--- src/rtl/core/fqdr_pkg.sv ---
// Shared types and codes for the unique-key FIFO queue core.
// No dependencies; imported by fqdr_cell and the top level.
`timescale 1ns / 1ps

package fqdr_pkg;

   localparam int KEY_W    = 31;
   localparam int AMOUNT_W = 32;

   localparam logic OP_INSERT = 1'b0;
   localparam logic OP_REMOVE = 1'b1;

   typedef enum logic [1:0] {
      ST_OK    = 2'd0,
      ST_DUP   = 2'd1,
      ST_FULL  = 2'd2,
      ST_EMPTY = 2'd3
   } status_type;

   // per-cell control from the sequencer
   typedef struct packed {
      logic shift;     // take the entry of the next cell (pop at head)
      logic load;      // write the pending item (this cell is the tail)
      logic occupied;  // cell holds a queued entry
   } cell_ctrl_type;

   // duplicate probe travelling along the chain
   typedef struct packed {
      logic             valid;
      logic [KEY_W-1:0] key;
      logic             hit;
   } probe_type;

endpackage : fqdr_pkg

--- src/rtl/core/fqdr_cell.sv ---
// One queue slot of the shifting FIFO chain, with its stage of the key probe.
// Depends on fqdr_pkg.
`timescale 1ns / 1ps

module fqdr_cell import fqdr_pkg::*; (
   input  logic                       clock,
   input  logic                       reset,
   input  cell_ctrl_type              ctrl,
   input  logic [KEY_W-1:0]           nbr_key,
   input  logic signed [AMOUNT_W-1:0] nbr_amount,
   input  logic [KEY_W-1:0]           new_key,
   input  logic signed [AMOUNT_W-1:0] new_amount,
   input  probe_type                  probe_i,
   output logic [KEY_W-1:0]           key_o,
   output logic signed [AMOUNT_W-1:0] amount_o,
   output probe_type                  probe_o
);

   logic [KEY_W-1:0]           key_ff;
   logic signed [AMOUNT_W-1:0] amount_ff;
   logic                       probe_valid_ff;
   logic [KEY_W-1:0]           probe_key_ff;
   logic                       probe_hit_ff;

   // slot payload: no reset
   always_ff @(posedge clock) begin
      if (ctrl.shift) begin
         key_ff    <= nbr_key;
         amount_ff <= nbr_amount;
      end else if (ctrl.load) begin
         key_ff    <= new_key;
         amount_ff <= new_amount;
      end
      probe_key_ff <= probe_i.key;
      probe_hit_ff <= probe_i.hit;
   end

   always_ff @(posedge clock) begin
      if (reset) begin
         probe_valid_ff <= 1'b0;
      end else begin
         probe_valid_ff <= probe_i.valid;
      end
   end

   assign key_o          = key_ff;
   assign amount_o       = amount_ff;
   assign probe_o.valid  = probe_valid_ff;
   assign probe_o.key    = probe_key_ff;
   assign probe_o.hit    = probe_hit_ff
                         | (probe_valid_ff & ctrl.occupied & (key_ff == probe_key_ff));

endmodule : fqdr_cell

--- src/rtl/core/fifo_queue_with_duplicate_key_reject_core.sv ---
// Top level of the unique-key FIFO queue: sequencer plus a chain of fqdr_cell slots.
// Depends on fqdr_pkg and fqdr_cell.
`timescale 1ns / 1ps

// Usage
//  Input: present req_opcode/req_key/req_amount with start; the item is taken at a
//  rising edge with start high and busy low. Insert (OP_INSERT) appends at the tail,
//  remove (OP_REMOVE) pops the oldest entry.
//  Output: one result per item, shown for exactly one cycle with rsp_strobe high.
//  rsp_status gives ok, duplicate, full or empty; rsp_out_key/rsp_out_amount carry the
//  popped entry on a good remove, else zero; head key, head valid and entry count
//  show the queue after the item.
//  Storage: slot 0 is always the head. A pop shifts every slot one place towards
//  the head together; an insert writes the slot at index entry_count.
//  Duplicate check: the key travels down the chain one cell per cycle, each cell
//  comparing it with its own entry, so an insert into a non-full queue keeps busy
//  high until the probe leaves the last cell; the result is then registered, and
//  the entry is written into the tail slot if no cell found the key.
//  Remove, and insert into a full queue, do not scan: the result appears in the
//  cycle after acceptance and a new item may be taken in that same cycle.
//  Reset empties the queue (count zero) and drops any item in flight; slot contents
//  are not cleared. The receiver cannot stall: results are never held back.

module fifo_queue_with_duplicate_key_reject_core import fqdr_pkg::*; #(
   parameter int  QUEUE_DEPTH = 16,
   localparam int CNT_W       = $clog2(QUEUE_DEPTH + 1)
) (
   input  logic                       clock,
   input  logic                       reset,
   input  logic                       start,
   output logic                       busy,
   input  logic                       req_opcode,
   input  logic [KEY_W-1:0]           req_key,
   input  logic signed [AMOUNT_W-1:0] req_amount,
   output logic                       rsp_strobe,
   output logic [1:0]                 rsp_status,
   output logic [KEY_W-1:0]           rsp_out_key,
   output logic signed [AMOUNT_W-1:0] rsp_out_amount,
   output logic [KEY_W-1:0]           rsp_head_key,
   output logic                       rsp_head_valid,
   output logic [CNT_W-1:0]           rsp_entry_count
);

   typedef enum logic {
      IDLE,
      SCAN
   } state_type;

   state_type                  state_ff, state_in;
   logic [CNT_W-1:0]           count_ff, count_in;
   logic [KEY_W-1:0]           pend_key_ff;
   logic signed [AMOUNT_W-1:0] pend_amount_ff;

   logic                       rsp_strobe_ff, rsp_strobe_in;
   status_type                 rsp_status_ff, rsp_status_in;
   logic [KEY_W-1:0]           rsp_out_key_ff, rsp_out_key_in;
   logic signed [AMOUNT_W-1:0] rsp_out_amount_ff, rsp_out_amount_in;
   logic [KEY_W-1:0]           rsp_head_key_ff, rsp_head_key_in;
   logic                       rsp_head_valid_ff, rsp_head_valid_in;

   logic accept, is_remove, full, empty;
   logic launch, scan_done, scan_hit, commit_ins, commit_rem;

   // chain wiring
   logic [KEY_W-1:0]           key_chain    [QUEUE_DEPTH];
   logic signed [AMOUNT_W-1:0] amount_chain [QUEUE_DEPTH];
   probe_type                  probe_link   [QUEUE_DEPTH+1];
   cell_ctrl_type              cell_ctrl    [QUEUE_DEPTH];

   assign busy      = (state_ff == SCAN);
   assign accept    = start & ~busy;
   assign is_remove = (req_opcode == OP_REMOVE);
   assign full      = (count_ff == CNT_W'(QUEUE_DEPTH));
   assign empty     = (count_ff == '0);

   // an insert into a non-full queue starts the probe walk
   assign launch     = accept & ~is_remove & ~full;
   assign scan_done  = (state_ff == SCAN) & probe_link[QUEUE_DEPTH].valid;
   assign scan_hit   = probe_link[QUEUE_DEPTH].hit;
   assign commit_ins = scan_done & ~scan_hit;
   assign commit_rem = accept & is_remove & ~empty;

   assign probe_link[0].valid = launch;
   assign probe_link[0].key   = req_key;
   assign probe_link[0].hit   = 1'b0;

   for (genvar i = 0; i < QUEUE_DEPTH; i++) begin : g_cell
      logic [KEY_W-1:0]           nbr_key;
      logic signed [AMOUNT_W-1:0] nbr_amount;

      if (i == QUEUE_DEPTH - 1) begin : g_last
         // last slot refills with its own data; only reachable as unoccupied
         assign nbr_key    = key_chain[i];
         assign nbr_amount = amount_chain[i];
      end else begin : g_mid
         assign nbr_key    = key_chain[i+1];
         assign nbr_amount = amount_chain[i+1];
      end

      assign cell_ctrl[i].shift    = commit_rem;
      assign cell_ctrl[i].load     = commit_ins & (count_ff == CNT_W'(i));
      assign cell_ctrl[i].occupied = (count_ff > CNT_W'(i));

      fqdr_cell u_cell (
         .clock      (clock),
         .reset      (reset),
         .ctrl       (cell_ctrl[i]),
         .nbr_key    (nbr_key),
         .nbr_amount (nbr_amount),
         .new_key    (pend_key_ff),
         .new_amount (pend_amount_ff),
         .probe_i    (probe_link[i]),
         .key_o      (key_chain[i]),
         .amount_o   (amount_chain[i]),
         .probe_o    (probe_link[i+1])
      );
   end

   always_comb begin
      state_in = state_ff;
      if (launch) begin
         state_in = SCAN;
      end else if (scan_done) begin
         state_in = IDLE;
      end

      count_in = count_ff;
      if (commit_ins) begin
         count_in = count_ff + CNT_W'(1);
      end else if (commit_rem) begin
         count_in = count_ff - CNT_W'(1);
      end

      rsp_strobe_in = (accept & ~launch) | scan_done;

      if (scan_done) begin
         rsp_status_in = scan_hit ? ST_DUP : ST_OK;
      end else if (is_remove) begin
         rsp_status_in = empty ? ST_EMPTY : ST_OK;
      end else begin
         rsp_status_in = ST_FULL;
      end

      rsp_out_key_in    = commit_rem ? key_chain[0]    : '0;
      rsp_out_amount_in = commit_rem ? amount_chain[0] : '0;

      // head after the item
      if (commit_rem) begin
         rsp_head_key_in = (count_ff > CNT_W'(1)) ? key_chain[1] : '0;
      end else if (commit_ins) begin
         rsp_head_key_in = empty ? pend_key_ff : key_chain[0];
      end else begin
         rsp_head_key_in = empty ? '0 : key_chain[0];
      end
      rsp_head_valid_in = (count_in != '0);
   end

   always_ff @(posedge clock) begin
      if (reset) begin
         state_ff      <= IDLE;
         count_ff      <= '0;
         rsp_strobe_ff <= 1'b0;
      end else begin
         state_ff      <= state_in;
         count_ff      <= count_in;
         rsp_strobe_ff <= rsp_strobe_in;
      end
      if (launch) begin
         pend_key_ff    <= req_key;
         pend_amount_ff <= req_amount;
      end
      rsp_status_ff     <= rsp_status_in;
      rsp_out_key_ff    <= rsp_out_key_in;
      rsp_out_amount_ff <= rsp_out_amount_in;
      rsp_head_key_ff   <= rsp_head_key_in;
      rsp_head_valid_ff <= rsp_head_valid_in;
   end

   assign rsp_strobe      = rsp_strobe_ff;
   assign rsp_status      = rsp_status_ff;
   assign rsp_out_key     = rsp_out_key_ff;
   assign rsp_out_amount  = rsp_out_amount_ff;
   assign rsp_head_key    = rsp_head_key_ff;
   assign rsp_head_valid  = rsp_head_valid_ff;
   assign rsp_entry_count = count_ff;

   // occupancy stays within the chain
   a_count_bound : assert property (@(posedge clock) disable iff (reset)
      count_ff <= CNT_W'(QUEUE_DEPTH))
      else $error("entry count beyond queue depth");

   // no result may surface while a probe is still walking
   a_quiet_scan : assert property (@(posedge clock) disable iff (reset)
      (state_ff == SCAN) |-> !rsp_strobe_ff)
      else $error("result strobe during probe walk");

   // the count only moves together with a good result
   a_count_move : assert property (@(posedge clock) disable iff (reset)
      (!$past(reset) && !$stable(count_ff)) |-> (rsp_strobe_ff && rsp_status_ff == ST_OK))
      else $error("entry count changed without a good result");

   // head flag agrees with the reported count
   a_head_flag : assert property (@(posedge clock) disable iff (reset)
      rsp_strobe_ff |-> (rsp_head_valid_ff == (count_ff != '0)))
      else $error("head valid disagrees with entry count");

   // an empty status only comes from an empty queue
   a_empty_status : assert property (@(posedge clock) disable iff (reset)
      (rsp_strobe_ff && rsp_status_ff == ST_EMPTY) |-> (count_ff == '0))
      else $error("empty status with queued entries");

endmodule : fifo_queue_with_duplicate_key_reject_core
--- config.mk ---
export PLATFORM = sky130hd
export DESIGN_NAME = fifo_queue_with_duplicate_key_reject_core
export DESIGN_NICKNAME = d
export VERILOG_FILES = /design/src/rtl/core/fqdr_pkg.sv /design/src/rtl/core/fqdr_cell.sv /design/src/rtl/core/fifo_queue_with_duplicate_key_reject_core.sv
export SDC_FILE = /design/constraint.sdc
export NUM_CORES = 2
export LEC_CHECK = 0
export CAP_MARGIN = 10
export CORE_ASPECT_RATIO = 2
export CORE_MARGIN = 4
export CORE_UTILIZATION = 40
export DETAILED_ROUTE_END_ITERATION = 16
export DONT_BUFFER_PORTS = 1
export GPL_TIMING_DRIVEN = 0
export SYNTH_ARGS = -nofsm -noshare
export SYNTH_HDL_FRONTEND = slang
export SYNTH_SLANG_ARGS = --single-unit
export TNS_END_PERCENT = 10
--- constraint.sdc ---
create_clock -name clock -period 10.4 [get_ports clock]
set_input_delay 1.56 -clock clock [delete_from_list [all_inputs] [get_ports clock]]
set_output_delay 1.56 -clock clock [all_outputs]
set_load 0.05 [all_outputs]
==> run summary <==
The dominant register cell in the synthesized netlist is sky130_fd_sc_hd__edfxtp_1. The post-route clock skew is 45.2 ps. The placement-stage cell area came out at approximately 65000 µm². The detailed placer's ending HPWL came out at 158000 µm. The number of placed instances, taps included came out at about 5900. Setup repair after global routing left no endpoint under its margin. The number of distinct standard cells referenced by the synthesized netlist came out at 54. The final instance count without filler cells came out at 6194. The compound-cell area share of the yosys netlist was 0.132. The share of synthesized flip-flops with an asynchronous set or reset is 0. Setup violations remaining at the end of the flow were counted as 0. In this run the static leakage power is 0.0284 µW. The number of sinks on the clock net came out at about 1700. The standard cell with the maximum stage delay on the critical path is sky130_fd_sc_hd__clkbuf_1.

The proportion of layout cells with a drive suffix above 1 came out at 0.116. Counting the buffers created by CTS gives 150. The iteration count of the initial detailed-routing pass is 5. The maximum buffer depth of the clock tree is 4.

The achievable clock frequency is 0.156 GHz. The total of warnings raised by yosys is 0. The tightest min-delay check is of the flop to flop type. The quantity of hold-fixing buffers added after cts is 0.

The area fraction in and, or, nand and nor cells after synthesis came out at 0.0370. The met1 usage came out at 0.242. TritonCTS built the clock tree.

The fraction of the yosys area taken by sequential cells is 0.736. The total number of nets in the final design came out at 4207. The number of failing hold endpoints at the final stage is 0. The placeable core area came out at 151000 µm². The initial antenna violation count came out at 11. In the global route stage, met2 resource usage came out at 0.483.

The vias after detailed routing is about 34000. The via count of the first global-routing pass came out at 36200. The signal on the critical path passes through buf_4 > inv_1 > ha_1 > nand2_2 > nand3_2 > buf_2 > clkbuf_1 > clkbuf_1 > o41ai_2 > buf_4 > buf_4 > buf_4 > buf_4 > buf_4 > buf_6 > buf_4 > buf_4 > buf_4.

By instance count, the cell type seen most on the critical path is sky130_fd_sc_hd__buf_4. The power density relative to cell area is 248 nW/µm². The relative max-transition margin is 0.228. The global-route wire length before repair is 284000 µm. Row generation in the floorplan step produced 202 rows.

The actual transition at the worst max-transition pin is roughly 1200 ps. The finished cells cover 69400 µm². The number of synthesized flops with an enable pin is 1071.

The top cell types in the final layout, fill and taps aside, are sky130_fd_sc_hd__edfxtp_1 (1071), sky130_fd_sc_hd__a21o_1 (977), sky130_fd_sc_hd__dfxtp_1 (631). The final number of max-transition violations is 0. The number of top-level pins came out at 171. The clock tree root buffer cell is sky130_fd_sc_hd__clkbuf_16.

Counting every net in the synthesized netlist gives 4000. The highest cell delay on the worst timing path came out at 920 ps. After synthesis, the largest family of logic cells by area is compound AO/OA/AOI/OAI gates.

The final critical path time including I/O delays and setup came out at 6410 ps. Along the worst path, the maximum fanout reaches 10. The die boundary width is 284 µm. The die area came out at 159000 µm². The post-CTS setup buffer count is 0.

The clock latency reported for the late side of the worst-skew pair is 810 ps. The number of buffers inserted by port buffering is 0. Synthesis handed over a netlist of around 3900 instances.

The post-synthesis to final-layout area growth is 14.0%. The global routing stage identified its most utilized layer as met2. The routed length per instance came out at 33.7 µm.

The starting utilization of the core area is 0.402. The ratio of routed vias to standard cells came out at 5.52. The run finished with clean final reports.

The number of resized instances in the post-cts repair step is 0. The portion of synthesized area spent on multiplexers is 0.000349. The routed wire length is between 200000 and 250000 µm. The critical path data required time is 10950 ps.

The fraction of the mapped netlist area in adder cells is 0.00123. The number of levels in the clock H-tree is 4. In the global route stage, overall resource usage came out at 0.257. Across the VDD grid, the largest voltage drop is around 0.00016 V.

The portion of the clock cycle consumed by the worst path in the final layout is 0.616. The post-synthesis share of cell area spent on xor and xnor gates came out at 0.0714. After synthesis the cells add up to just over 60000 µm².

The worst setup path is launched from a flop. The met3 layer usage reported by global route is 0.0367. The antenna violation net count after detailed routing is 0. Max-cap violations in this run came to 0. Clock-pin slew was measured on the worst setup and hold paths at approximately 70 ps. The count of routing violations after the opening detailed-route iteration is around 2800. The category of the critical setup timing path is flop to flop.

Dividing the synthesized area by the synthesized cell count gives between 15 and 20 µm². The data arrival time of the critical path came out at 6950 ps. The routability-driven placement congestion ratio came out at 0.969. The worst setup path is captured at a flop. Measured along the y axis, the die boundary spans 560 µm. The most common cell after layout, fill and taps aside is sky130_fd_sc_hd__edfxtp_1. The final global-route overflow total came out at 0. The number of synthesized register bits came out at between 1500 and 2000.

The maximum number of pins on one net before global-route repair came out at 40. For this run, design rule violations remaining after detail routing come to 0.
## per-stage QoR
step                      setup slack, ps   util  power (µW)  hold WS, ps  setup TNS [ps]
after CTS                            4110  0.458       17300          345               0
after global placement              -6770  0.418       11700          351        -2367490
after floorplan                      1380      -       10300          331               0
after global routing                 3880  0.458       17700          350               0
after detailed placement             3820  0.426       11700          353               0
final                                3990  0.458       17200          337               0
## critical path: cells and delay by family (launching register included)
family	cells	cell delay (ps)
AOI/OAI and AO/OA	1	500
adders and majority gates	1	270
and+or+nand+nor	2	280
DFF	1	570
buffers and inverters	14	4490
## registers in the layout, indices dropped and copies added (netlist names)
signal                        flops
g_cell.u_cell.probe_hit_ff       15
rsp_entry_count                   5
g_cell.u_cell.probe_key_ff      496
pend_amount_ff                   32
g_cell.u_cell.key_o             496
rsp_head_valid                    1
busy                              1
pend_key_ff                      31
rsp_head_key                     31
rsp_strobe                        1
rsp_out_amount                   32
g_cell.u_cell.amount_o          512
g_cell.u_cell.probe_valid_ff     16
rsp_status                        2
rsp_out_key                      31
## routing by layer
| metal | up-vias | wire length, µm |
|---|---|---|
| met5 | - | 35 |
| met4 | 6 | 22300 |
| met3 | 664 | 8710 |
| met2 | 1346 | 112000 |
| met1 | 17500 | 66100 |
| li1 | 14700 | - |
## power breakdown
group / internal, µW / switching, µW / leakage (µW)
clock: 3090 / 2560 / 0.00236
sequential: 8080 / 800 / 0.0149
combinational: 920 / 1750 / 0.0111
## final timing paths
| path | from | endpoint | slack [ps] | cells past startpoint |
|---|---|---|---|---|
| worst min-delay path | g_cell[0].u_cell.probe_key_ff[27]$_DFF_P_ | g_cell[1].u_cell.probe_key_ff[27]$_DFF_P_ | 340 | 0 |
| worst max register to register | rsp_entry_count[0]$_SDFF_PP0_ | g_cell[6].u_cell.amount_o[8]$_DFFE_PP_ | 3990 | 18 |
| worst max-delay path | rsp_entry_count[0]$_SDFF_PP0_ | g_cell[6].u_cell.amount_o[8]$_DFFE_PP_ | 3990 | 18 |
| worst min register to register | g_cell[0].u_cell.probe_key_ff[27]$_DFF_P_ | g_cell[1].u_cell.probe_key_ff[27]$_DFF_P_ | 340 | 0 |
## Yosys cell counts (2+ instances only)
master / n / share of area
sky130_fd_sc_hd__a21o_1: 977 / 0.12
sky130_fd_sc_hd__a21oi_1: 9 / 0.00074
sky130_fd_sc_hd__a22o_1: 33 / 0.0047
sky130_fd_sc_hd__a31o_2: 4 / 0.00058
sky130_fd_sc_hd__a31oi_1: 3 / 0.00031
sky130_fd_sc_hd__a41o_1: 5 / 0.00082
sky130_fd_sc_hd__and2_1: 129 / 0.013
sky130_fd_sc_hd__and3_1: 3 / 0.00031
sky130_fd_sc_hd__buf_2: 147 / 0.012
sky130_fd_sc_hd__buf_4: 32 / 0.0039
sky130_fd_sc_hd__clkbuf_1: 86 / 0.0053
sky130_fd_sc_hd__dfxtp_1: 631 / 0.21
sky130_fd_sc_hd__edfxtp_1: 1071 / 0.53
sky130_fd_sc_hd__ha_1: 6 / 0.0012
sky130_fd_sc_hd__inv_1: 12 / 0.00074
sky130_fd_sc_hd__nand2_1: 18 / 0.0011
sky130_fd_sc_hd__nand2b_1: 2 / 0.00021
sky130_fd_sc_hd__nand3_1: 8 / 0.00066
sky130_fd_sc_hd__nand3b_1: 2 / 0.00025
sky130_fd_sc_hd__nand4_1: 84 / 0.0086
sky130_fd_sc_hd__nor2_1: 15 / 0.00092
sky130_fd_sc_hd__nor2b_1: 17 / 0.0017
sky130_fd_sc_hd__nor3_1: 17 / 0.0014
sky130_fd_sc_hd__nor4_1: 68 / 0.0070
sky130_fd_sc_hd__o2111ai_1: 3 / 0.00043
sky130_fd_sc_hd__o21ai_0: 17 / 0.0014
sky130_fd_sc_hd__o31ai_1: 2 / 0.00025
sky130_fd_sc_hd__o41ai_1: 5 / 0.00072
sky130_fd_sc_hd__or2_2: 2 / 0.00021
sky130_fd_sc_hd__xnor2_1: 263 / 0.038
sky130_fd_sc_hd__xor2_1: 233 / 0.034
## final cells by class
class / count / area [µm²]
fill: 13200 / 82000
clock inverter: 50 / 414
buffer: 267 / 1310
timing repair buffer: 55 / 1060
antenna: 9 / 22.5
inverter: 13 / 51.3
sequential: 1702 / 44800
tap: 1938 / 2420
multi-input combinational: 1945 / 14900
clock buffer: 215 / 4410
## cells by family (layout without fill, tap and decap cells)
logic type                 after synthesis  count (layout)
AOI/OAI and AO/OA                     1068            1068
and+or+nand+nor                        373             373
adders and majority gates                6               6
muxes                                    2               2
DFF                                   1702            1702
buffers and inverters                  280             600
other                                    0               9
xor gates and xnor gates               496             496
(Power assumes the default switching activity.)
